$ cat config.mk
export PLATFORM = sky130hd
export DESIGN_NAME = velocity_pid_hbridge_drive
export DESIGN_NICKNAME = d
export VERILOG_FILES = /design/src/sv/vphb_pkg.sv /design/src/sv/vphb_state.sv /design/src/sv/vphb_terms.sv /design/src/sv/vphb_duty.sv /design/src/sv/velocity_pid_hbridge_drive.sv
export SDC_FILE = /design/constraint.sdc
export NUM_CORES = 2
export LEC_CHECK = 0
export ABC_AREA = 1
export BUFFER_PORTS_ARGS = -buffer_cell sky130_fd_sc_hd__buf_2
export CORE_AREA = 2 2 331 333
export DETAILED_ROUTE_END_ITERATION = 12
export DIE_AREA = 0 0 333 335
export PLACE_DENSITY = 0.84
export REMOVE_ABC_BUFFERS = 1
export SLEW_MARGIN = 20
export SYNTH_ARGS = -nofsm -noshare
export SYNTH_HDL_FRONTEND = slang
export SYNTH_SLANG_ARGS = --single-unit
$ cat constraint.sdc
create_clock -name clk -period 11.85 [get_ports clk]
set_input_delay 3.555 -clock clk [delete_from_list [all_inputs] [get_ports clk]]
set_output_delay 3.555 -clock clk [all_outputs]
set_load 0.005 [all_outputs]
$ cat src/sv/vphb_pkg.sv
// ----------------------------------------------------------------------------
// Velocity PID H-bridge drive package
// Shared widths, constants, register indexes and width helpers.
// ----------------------------------------------------------------------------
package vphb_pkg;

  localparam int VPHB_SPEED_WIDTH = 16;
  localparam int VPHB_SUM_WIDTH   = 32;

  localparam int GAIN_W   = 16;
  localparam int DIR_W    = 2;
  localparam int DUTY_W   = 14;
  localparam int MAG_W    = 17;
  localparam int CFG_IDX_W = 2;
  localparam int CFG_DATA_W = GAIN_W;

  // Integral operand is clamped to magnitude 2^40, so 42 signed bits suffice.
  localparam int CLAMP_BITS = 42;
  localparam int CLAMP_EXP  = 40;

  localparam logic [DUTY_W-1:0] FULL_DUTY   = 14'd10000;
  localparam logic [DUTY_W-1:0] DUTY_SCALE  = 14'd10000;
  localparam logic [15:0]       ROUND_HALF  = 16'h8000;

  typedef enum logic [CFG_IDX_W-1:0] {
    CFG_GAIN_P    = 2'd0,
    CFG_GAIN_I    = 2'd1,
    CFG_GAIN_D    = 2'd2,
    CFG_DIRECTION = 2'd3
  } cfg_index_t;

  // Width of the integral operand after the clamp.
  function automatic int clamp_w(input int sum_w);
    clamp_w = (sum_w > CLAMP_BITS) ? CLAMP_BITS : sum_w;
  endfunction

  // Width of the weighted sum, with headroom for two adds and a negate.
  function automatic int raw_w(input int speed_w, input int sum_w);
    int pi_w;
    int pd_w;
    pi_w  = clamp_w(sum_w) + GAIN_W + 1;
    pd_w  = speed_w + 2 + GAIN_W + 1;
    raw_w = ((pi_w > pd_w) ? pi_w : pd_w) + 2;
  endfunction

endpackage

$ cat src/sv/vphb_state.sv
// ----------------------------------------------------------------------------
// Velocity PID error state
// Holds target, error total and last error; registers error terms per item.
// ----------------------------------------------------------------------------
module vphb_state #(
  parameter int SPEED_WIDTH = vphb_pkg::VPHB_SPEED_WIDTH,
  parameter int SUM_WIDTH   = vphb_pkg::VPHB_SUM_WIDTH
) (
  input  logic                                    clk,
  input  logic                                    rst,
  input  logic                                    in_valid,
  output logic                                    in_ready,
  input  logic signed [SPEED_WIDTH-1:0]           target_speed,
  input  logic signed [SPEED_WIDTH-1:0]           measured_speed,
  output logic                                    out_valid,
  input  logic                                    out_ready,
  output logic signed [SPEED_WIDTH:0]             err_q,
  output logic signed [vphb_pkg::clamp_w(SUM_WIDTH)-1:0] tot_q,
  output logic signed [SPEED_WIDTH+1:0]           diff_q
);
  import vphb_pkg::*;

  localparam int ERR_W   = SPEED_WIDTH + 1;
  localparam int ADD_W   = ((SUM_WIDTH > ERR_W) ? SUM_WIDTH : ERR_W) + 1;
  localparam int EXT_W   = (SUM_WIDTH > CLAMP_BITS) ? SUM_WIDTH : CLAMP_BITS;
  localparam int CLAMP_W = clamp_w(SUM_WIDTH);

  localparam logic signed [ADD_W-1:0] SUM_MAX =
    (ADD_W'(1) << (SUM_WIDTH - 1)) - ADD_W'(1);
  localparam logic signed [ADD_W-1:0] SUM_MIN = ~SUM_MAX;
  localparam logic signed [EXT_W-1:0] CLAMP_HI = EXT_W'(1) << CLAMP_EXP;
  localparam logic signed [EXT_W-1:0] CLAMP_LO = -CLAMP_HI;

  logic signed [SPEED_WIDTH-1:0] stored_target;
  logic signed [SUM_WIDTH-1:0]   error_total;
  logic signed [ERR_W-1:0]       last_error;

  logic                          accept;
  logic                          target_zero;
  logic                          target_changed;
  logic signed [SUM_WIDTH-1:0]   total_base;
  logic signed [ERR_W-1:0]       last_base;
  logic signed [ERR_W-1:0]       err;
  logic signed [ADD_W-1:0]       total_wide;
  logic signed [SUM_WIDTH-1:0]   total_sat;
  logic signed [EXT_W-1:0]       total_ext;
  logic signed [EXT_W-1:0]       total_clamped;
  logic signed [SPEED_WIDTH+1:0] diff;

  assign in_ready = !out_valid || out_ready;
  assign accept   = in_valid && in_ready;

  always_comb begin
    target_zero    = (target_speed == '0);
    target_changed = (target_speed != stored_target);
    total_base     = target_changed ? '0 : error_total;
    last_base      = target_changed ? '0 : last_error;
    err            = ERR_W'(target_speed) - ERR_W'(measured_speed);
    total_wide     = ADD_W'(total_base) + ADD_W'(err);
    if (total_wide > SUM_MAX) begin
      total_sat = SUM_MAX[SUM_WIDTH-1:0];
    end else if (total_wide < SUM_MIN) begin
      total_sat = SUM_MIN[SUM_WIDTH-1:0];
    end else begin
      total_sat = total_wide[SUM_WIDTH-1:0];
    end
    total_ext = EXT_W'(total_sat);
    if (total_ext > CLAMP_HI) begin
      total_clamped = CLAMP_HI;
    end else if (total_ext < CLAMP_LO) begin
      total_clamped = CLAMP_LO;
    end else begin
      total_clamped = total_ext;
    end
    diff = (SPEED_WIDTH + 2)'(err) - (SPEED_WIDTH + 2)'(last_base);
  end

  always_ff @(posedge clk) begin
    if (rst) begin
      stored_target <= '0;
      error_total   <= '0;
      last_error    <= '0;
      out_valid     <= 1'b0;
    end else begin
      if (accept) begin
        stored_target <= target_speed;
        error_total   <= target_zero ? '0 : total_sat;
        last_error    <= target_zero ? '0 : err;
      end
      if (in_ready) begin
        out_valid <= in_valid;
      end
    end
  end

  // A zero target feeds zero terms, which yields an all-zero result.
  always_ff @(posedge clk) begin
    if (accept) begin
      err_q  <= target_zero ? '0 : err;
      tot_q  <= target_zero ? '0 : total_clamped[CLAMP_W-1:0];
      diff_q <= target_zero ? '0 : diff;
    end
  end

`ifndef SYNTH
  a_zero_clears: assert property (@(posedge clk) disable iff (rst)
    accept && target_zero |=> error_total == '0 && last_error == '0)
    else $error("zero target did not clear the error state");

  a_new_target_restarts: assert property (@(posedge clk) disable iff (rst)
    accept && target_changed && !target_zero |=> error_total == $past(total_wide) ||
      error_total == SUM_MAX[SUM_WIDTH-1:0] || error_total == SUM_MIN[SUM_WIDTH-1:0])
    else $error("error total not restarted on a new target");
`endif

endmodule

$ cat src/sv/vphb_terms.sv
// ----------------------------------------------------------------------------
// Velocity PID weighted terms
// Multiplies the three error terms by their gains and sums the products.
// ----------------------------------------------------------------------------
module vphb_terms #(
  parameter int SPEED_WIDTH = vphb_pkg::VPHB_SPEED_WIDTH,
  parameter int SUM_WIDTH   = vphb_pkg::VPHB_SUM_WIDTH
) (
  input  logic                                    clk,
  input  logic                                    rst,
  input  logic [vphb_pkg::GAIN_W-1:0]             gain_proportional,
  input  logic [vphb_pkg::GAIN_W-1:0]             gain_integral,
  input  logic [vphb_pkg::GAIN_W-1:0]             gain_derivative,
  input  logic                                    in_valid,
  output logic                                    in_ready,
  input  logic signed [SPEED_WIDTH:0]             err_q,
  input  logic signed [vphb_pkg::clamp_w(SUM_WIDTH)-1:0] tot_q,
  input  logic signed [SPEED_WIDTH+1:0]           diff_q,
  output logic                                    out_valid,
  input  logic                                    out_ready,
  output logic signed [vphb_pkg::raw_w(SPEED_WIDTH, SUM_WIDTH)-1:0] raw_q
);
  import vphb_pkg::*;

  localparam int RAW_W = raw_w(SPEED_WIDTH, SUM_WIDTH);
  localparam int PE_W  = SPEED_WIDTH + 1 + GAIN_W + 1;
  localparam int PI_W  = clamp_w(SUM_WIDTH) + GAIN_W + 1;
  localparam int PD_W  = SPEED_WIDTH + 2 + GAIN_W + 1;

  logic                   prod_valid;
  logic                   prod_ready;
  logic signed [PE_W-1:0] prod_e;
  logic signed [PI_W-1:0] prod_i;
  logic signed [PD_W-1:0] prod_d;

  assign prod_ready = !out_valid || out_ready;
  assign in_ready   = !prod_valid || prod_ready;

  always_ff @(posedge clk) begin
    if (rst) begin
      prod_valid <= 1'b0;
      out_valid  <= 1'b0;
    end else begin
      if (in_ready) begin
        prod_valid <= in_valid;
      end
      if (prod_ready) begin
        out_valid <= prod_valid;
      end
    end
  end

  always_ff @(posedge clk) begin
    if (in_valid && in_ready) begin
      prod_e <= PE_W'($signed({1'b0, gain_proportional}) * err_q);
      prod_i <= PI_W'($signed({1'b0, gain_integral}) * tot_q);
      prod_d <= PD_W'($signed({1'b0, gain_derivative}) * diff_q);
    end
    if (prod_valid && prod_ready) begin
      raw_q <= RAW_W'(prod_e) + RAW_W'(prod_i) + RAW_W'(prod_d);
    end
  end

endmodule

$ cat src/sv/vphb_duty.sv
// ----------------------------------------------------------------------------
// Velocity PID duty output
// Picks the bridge channel, scales the magnitude to hundredths, saturates.
// ----------------------------------------------------------------------------
module vphb_duty #(
  parameter int SPEED_WIDTH = vphb_pkg::VPHB_SPEED_WIDTH,
  parameter int SUM_WIDTH   = vphb_pkg::VPHB_SUM_WIDTH
) (
  input  logic                                    clk,
  input  logic                                    rst,
  input  logic signed [vphb_pkg::DIR_W-1:0]       direction_sign,
  input  logic                                    in_valid,
  output logic                                    in_ready,
  input  logic signed [vphb_pkg::raw_w(SPEED_WIDTH, SUM_WIDTH)-1:0] raw_q,
  output logic                                    out_valid,
  input  logic                                    out_ready,
  output logic                                    drive_forward,
  output logic [vphb_pkg::DUTY_W-1:0]             duty_hundredths,
  output logic                                    duty_clipped
);
  import vphb_pkg::*;

  localparam int RAW_W  = raw_w(SPEED_WIDTH, SUM_WIDTH);
  localparam int PROD_W = MAG_W + DUTY_W;

  logic              mag_valid;
  logic              mag_ready;
  logic              mag_fwd;
  logic              mag_big;
  logic [MAG_W-1:0]  mag;

  logic              dir_zero;
  logic              raw_neg;
  logic [RAW_W-1:0]  raw_abs;
  logic [PROD_W-1:0] scaled;
  logic [PROD_W-1:0] rounded;
  logic [DUTY_W:0]   hundredths;
  logic              clip;

  assign mag_ready = !out_valid || out_ready;
  assign in_ready  = !mag_valid || mag_ready;

  always_comb begin
    dir_zero   = (direction_sign == '0);
    raw_neg    = raw_q[RAW_W-1];
    raw_abs    = raw_neg ? RAW_W'(-raw_q) : RAW_W'(raw_q);
    scaled     = PROD_W'(mag) * PROD_W'(DUTY_SCALE);
    rounded    = scaled + PROD_W'(ROUND_HALF);
    hundredths = rounded[PROD_W-1:16];
    clip       = mag_big || (hundredths > (DUTY_W + 1)'(FULL_DUTY));
  end

  always_ff @(posedge clk) begin
    if (rst) begin
      mag_valid <= 1'b0;
      out_valid <= 1'b0;
    end else begin
      if (in_ready) begin
        mag_valid <= in_valid;
      end
      if (mag_ready) begin
        out_valid <= mag_valid;
      end
    end
  end

  // A reversed wiring flips which sign of the sum drives forward.
  always_ff @(posedge clk) begin
    if (in_valid && in_ready) begin
      mag_fwd <= !dir_zero && (raw_q != '0) && (raw_neg == direction_sign[DIR_W-1]);
      mag_big <= !dir_zero && (|raw_abs[RAW_W-1:MAG_W]);
      mag     <= dir_zero ? '0 : raw_abs[MAG_W-1:0];
    end
    if (mag_valid && mag_ready) begin
      drive_forward   <= mag_fwd;
      duty_hundredths <= clip ? FULL_DUTY : hundredths[DUTY_W-1:0];
      duty_clipped    <= clip;
    end
  end

`ifndef SYNTH
  a_duty_range: assert property (@(posedge clk) disable iff (rst)
    out_valid |-> duty_hundredths <= FULL_DUTY)
    else $error("duty above full scale");

  a_clip_full: assert property (@(posedge clk) disable iff (rst)
    out_valid && duty_clipped |-> duty_hundredths == FULL_DUTY)
    else $error("clipped duty not at full scale");

  a_big_clips: assert property (@(posedge clk) disable iff (rst)
    mag_valid && mag_ready && mag_big |=> duty_clipped)
    else $error("oversized magnitude not clipped");
`endif

endmodule

$ cat src/sv/velocity_pid_hbridge_drive.sv
// ----------------------------------------------------------------------------
// Velocity PID H-bridge drive
// Velocity PID loop whose output selects an H-bridge channel and a duty cycle.
// ----------------------------------------------------------------------------
// The input passes through the error-state, product, sum, magnitude and output
// registers in that order before m_tvalid rises.
// Throughput: one transfer per cycle, set by the update of the error state on
// each accepted input; the stages keep accepting input while a result waits,
// until all five are full.
// Reset (rst, synchronous) restores the default gains, clears state and
// empties the pipeline.
module velocity_pid_hbridge_drive #(
  parameter int SPEED_WIDTH = vphb_pkg::VPHB_SPEED_WIDTH,
  parameter int SUM_WIDTH   = vphb_pkg::VPHB_SUM_WIDTH
) (
  input  logic                                   clk,
  input  logic                                   rst,
  // Configuration write port.
  input  logic                                   cfg_wen,
  input  logic [vphb_pkg::CFG_IDX_W-1:0]         cfg_index,
  input  logic [vphb_pkg::CFG_DATA_W-1:0]        cfg_data,
  // Input stream.
  input  logic                                   s_tvalid,
  output logic                                   s_tready,
  // s_tdata from bit 0: target_speed, measured_speed, zero padding.
  input  logic [((2 * SPEED_WIDTH + 7) / 8) * 8 - 1:0] s_tdata,
  // Result stream.
  output logic                                   m_tvalid,
  input  logic                                   m_tready,
  // m_tdata from bit 0: drive_forward, duty_hundredths[13:0], duty_clipped.
  output logic [15:0]                            m_tdata
);
  import vphb_pkg::*;

  localparam int CLAMP_W = clamp_w(SUM_WIDTH);
  localparam int RAW_W   = raw_w(SPEED_WIDTH, SUM_WIDTH);

  // Configuration registers. The user must change them only while the block is
  // idle, which the block itself does not enforce; later stages read them directly.
  logic [GAIN_W-1:0]       gain_proportional;
  logic [GAIN_W-1:0]       gain_integral;
  logic [GAIN_W-1:0]       gain_derivative;
  logic signed [DIR_W-1:0] direction_sign;

  always_ff @(posedge clk) begin
    if (rst) begin
      gain_proportional <= GAIN_W'(256);
      gain_integral     <= '0;
      gain_derivative   <= '0;
      direction_sign    <= DIR_W'(1);
    end else if (cfg_wen) begin
      case (cfg_index)
        CFG_GAIN_P:    gain_proportional <= cfg_data[GAIN_W-1:0];
        CFG_GAIN_I:    gain_integral     <= cfg_data[GAIN_W-1:0];
        CFG_GAIN_D:    gain_derivative   <= cfg_data[GAIN_W-1:0];
        CFG_DIRECTION: direction_sign    <= cfg_data[DIR_W-1:0];
        default: ;
      endcase
    end
  end

  // Stage 1: error, saturated error total and error difference.
  logic                          st_valid;
  logic                          st_ready;
  logic signed [SPEED_WIDTH:0]   err_q;
  logic signed [CLAMP_W-1:0]     tot_q;
  logic signed [SPEED_WIDTH+1:0] diff_q;

  vphb_state #(
    .SPEED_WIDTH(SPEED_WIDTH),
    .SUM_WIDTH  (SUM_WIDTH)
  ) u_state (
    .clk           (clk),
    .rst           (rst),
    .in_valid      (s_tvalid),
    .in_ready      (s_tready),
    .target_speed  (s_tdata[SPEED_WIDTH-1:0]),
    .measured_speed(s_tdata[2*SPEED_WIDTH-1:SPEED_WIDTH]),
    .out_valid     (st_valid),
    .out_ready     (st_ready),
    .err_q         (err_q),
    .tot_q         (tot_q),
    .diff_q        (diff_q)
  );

  // Stages 2 and 3: gain products, then their sum in Q.16.
  logic                    raw_valid;
  logic                    raw_ready;
  logic signed [RAW_W-1:0] raw_q;

  vphb_terms #(
    .SPEED_WIDTH(SPEED_WIDTH),
    .SUM_WIDTH  (SUM_WIDTH)
  ) u_terms (
    .clk              (clk),
    .rst              (rst),
    .gain_proportional(gain_proportional),
    .gain_integral    (gain_integral),
    .gain_derivative  (gain_derivative),
    .in_valid         (st_valid),
    .in_ready         (st_ready),
    .err_q            (err_q),
    .tot_q            (tot_q),
    .diff_q           (diff_q),
    .out_valid        (raw_valid),
    .out_ready        (raw_ready),
    .raw_q            (raw_q)
  );

  // Stages 4 and 5: channel choice and magnitude, then scaling to
  // hundredths of a percent into the output register.
  logic              drive_forward;
  logic [DUTY_W-1:0] duty_hundredths;
  logic              duty_clipped;

  vphb_duty #(
    .SPEED_WIDTH(SPEED_WIDTH),
    .SUM_WIDTH  (SUM_WIDTH)
  ) u_duty (
    .clk            (clk),
    .rst            (rst),
    .direction_sign (direction_sign),
    .in_valid       (raw_valid),
    .in_ready       (raw_ready),
    .raw_q          (raw_q),
    .out_valid      (m_tvalid),
    .out_ready      (m_tready),
    .drive_forward  (drive_forward),
    .duty_hundredths(duty_hundredths),
    .duty_clipped   (duty_clipped)
  );

  assign m_tdata = {duty_clipped, duty_hundredths, drive_forward};

endmodule
==> out/qor.yml <==
status: "finished clean"
clock-sinks: 391
finalCritPeriodShare_pct: 72.9
portBuffers: 72
postPlaceCellArea_sq_mm: 0.0656
crit_start: "m_tready"
seqCellArea_sq_mm: 0.0105
wl_um: 168000
ys_ff_latch: 391
ir_drop_v: 0.000173
max_stage_delay_ps: 250
cts-resized-gates: 0
setup_ws_ps: 3210
ys.warnings.count: 0
synth.avg_cell_area_sq_um: 8.09
cts_tree: "done"
syn_area_sq_mm: 0.0645
end_kind: "output pin"
tns_ps: 0
worstSetupPathType: "input port to output pin"
post_drt_wl_per_cell_um: 18.1
slew_viol_final: 0
start_util_pct: 59.7
die-area_sq_mm: 0.112
place_congestion: 0.978
cts_max_level: 2
drt_first_pass_iters: 9
grt_antenna_before_repair: 1
via_per_inst: 5.52
grt_pass1_wl_um: 276000
fill_cells: 8862
ant_nets: 0
cp_max_fo: 3
dp_hpwl_um: 134000
slowest_stage: "nor2_1"
synth_cells: 7973
cts_setup_buffers: 0
setup_violations: 0
leakagePower_nw: 36.1
rsz0062_at_grt: "false"
synth_ff_type: "edfxtp_1"
rr_endpoint: "u_terms.prod_d[33]$_DFFE_PP_"
num-nets-final: 9461
multi_input_area_sq_mm: 0.0446
ios: 73
cp-start-kind: "input port"
crit_arrival_ps: 5080
pre_cts_slack_ps: 3230
worstPathCellList: "buf_2 > nor2_1 > inv_1 > nor2_1 > inv_1 > nor2_1 > inv_1 > nor2_1 > inv_1 > nor2_1 > inv_1 > buf_2"
achievable-frequency_mhz: 116
synth_top_area_share_pct: 33.6
vias: 51100
cp.required_ps: 8300
rows: 121
cts_made_buffers: 47
drt_iter0_drc: 4038
ys_types: 59
hold_violations: 0
yosysTopAreaCell: "fa_1"
insertion_delay_ps: 610
cts_buffer_depth: 3
finalCriticalPeriod_ps: 8640
synth-async-reset-ratio_pct: 0
maxSlewHeadroom_pct: 28.5
fin_skew_ps: 35.5
powerDensity_mw_per_mm2: 197
hp-start: "u_state.last_error[7]$_SDFFE_PP0P_"
final_cell_area_sq_mm: 0.0672
synth_area_leaders: "fa_1 (34%), edfxtp_1 (13%), inv_1 (12%), nand2_1 (10%), ha_1 (10%)"
crit_path_end: "s_tready"
timing.rr.start: "u_state.diff_q[8]$_SDFFCE_PP0P_"
tightest_slew_ps: 1070
die_w_um: 333
die_h_um: 335
synth-seq-area-share_pct: 16.3
diodes: 0
maxCapViolCount: 0
grt_pass1_vias: 54600
cts.clk_slew.worst_paths_ps: 60
reg2reg_setup_slack_ps: 4040
drive_gt1_share_pct: 3.40
grt.total_usage_pct: 31.0
core_area_sq_mm: 0.108
finish.utilization_pct: 62.1
grt_max_degree: 100
cts-root-buf: "clkbuf_16"
synth_edf_count: 271
hold_path_class: "flip-flop to flip-flop"
holdBufCountCts: 0
r2r_cells: 21
drcViolationCount: 0
synthToLayoutAreaGrowth_pct: 4.15
grt-ovfl-total: 0
power_w: 0.0132
critical path, delay by kind of cell:
family | cells | cell delay, ps
buf+inv | 7 | 680
simple gates | 5 | 860
final cells by class:
class / count / share of cell area, %
Clock inverter: 32 / 0.414
Sequential cell: 391 / 15.7
Inverter: 2151 / 12.0
Multi-Input combinational cell: 5110 / 66.5
Tap cell: 1414 / 2.63
Clock buffer: 53 / 1.81
Timing Repair Buffer: 107 / 0.945
flip-flops by register name (all words and copies together), names as in the netlist, 2 cells and up:
| signal | cells |
|---|---|
| gain_integral | 16 |
| u_terms.prod_i | 49 |
| gain_derivative | 16 |
| u_state.last_error | 17 |
| u_state.tot_q | 32 |
| u_terms.prod_e | 34 |
| u_duty.duty_hundredths | 14 |
| u_terms.prod_d | 35 |
| gain_proportional | 16 |
| u_state.error_total | 32 |
| u_duty.mag | 17 |
| u_state.err_q | 17 |
| u_state.stored_target | 16 |
| direction_sign | 2 |
| u_terms.raw_q | 51 |
| u_state.diff_q | 18 |
per-layer routing:
layer / part of all wire, % / vias up / global-route usage [%]
met2: 47 / 2351 / 51.8
met4: 5.5 / 0 / 14.8
met1: 37 / 24900 / 38.2
li1: - / 23300 / -
met3: 10 / 588 / 7.16
met5: 0 / - / 0
layout by cell type, fill, tap and decap left out, types with 11 or more instances in the layout:
master     count
fa_1        1081
inv_1       2141
clkbuf_16     47
dfxtp_1      116
buf_2         72
nand2_2       13
o211ai_1      17
o21a_1        16
buf_4         33
o21ai_0      216
nand4_1       40
nand3_2       14
xor2_1       154
xnor2_1       95
nor3_1        44
or2_2         22
o21bai_1      16
nand3_1      152
a31oi_1       35
ha_1         517
nand3b_1      11
edfxtp_1     271
nand2_1     1735
a21oi_1      388
nor4_1        20
nor2_1       419
power by group:
part | internal (W) | switching [W] | total (W)
clock | 0.000810 | 0.000617 | 0.00143
combinational | 0.00331 | 0.00572 | 0.00903
sequential | 0.00219 | 0.000598 | 0.00279
total | 0.00632 | 0.00693 | 0.0132
worst min path at each step:
stage	endpoint	cells after the start	slack [ps]
2_1_floorplan	u_duty.drive_forward$_DFFE_PP_	0	400
3_3_place_gp	u_state.last_error[9]$_SDFFE_PP0P_	2	450
3_5_place_dp	u_state.last_error[1]$_SDFFE_PP0P_	2	460
4_1_cts	u_state.last_error[5]$_SDFFE_PP0P_	2	470
5_1_grt	u_state.last_error[16]$_SDFFE_PP0P_	2	500
6_report	u_state.last_error[7]$_SDFFE_PP0P_	2	470
synth_stat cells, types with 17 or more instances:
master / instances
nor3_1: 44
ha_1: 517
nand2_1: 1735
nor2_1: 422
fa_1: 1081
inv_1: 2143
nand4_1: 40
clkbuf_1: 302
nor4_1: 20
dfxtp_1: 120
edfxtp_1: 271
xor2_1: 154
a21oi_1: 388
xnor2_1: 95
a31oi_1: 35
o211ai_1: 17
nand3_1: 152
o21ai_0: 216
or2_2: 22
logic make-up after synthesis:
| logic type | Yosys count | synth area share, % |
|---|---|---|
| flip-flops | 391 | 16.3 |
| buffers and inverters | 2472 | 14.5 |
| AND/OR/NAND/NOR | 2503 | 15.8 |
| AO/OA/AOI/OAI | 759 | 6.43 |
| adder cells (fa/ha/maj) | 1598 | 43.6 |
| XOR/XNOR | 250 | 3.41 |
per-stage QoR:
step,std cells,hold slack [ps]
CTS,9257,471
detailed placement,9172,459
global route,9258,502
finish,9258,472
global placement,9172,453
floorplan,7652,400
Note: power is estimated with default switching activity, not from simulation.
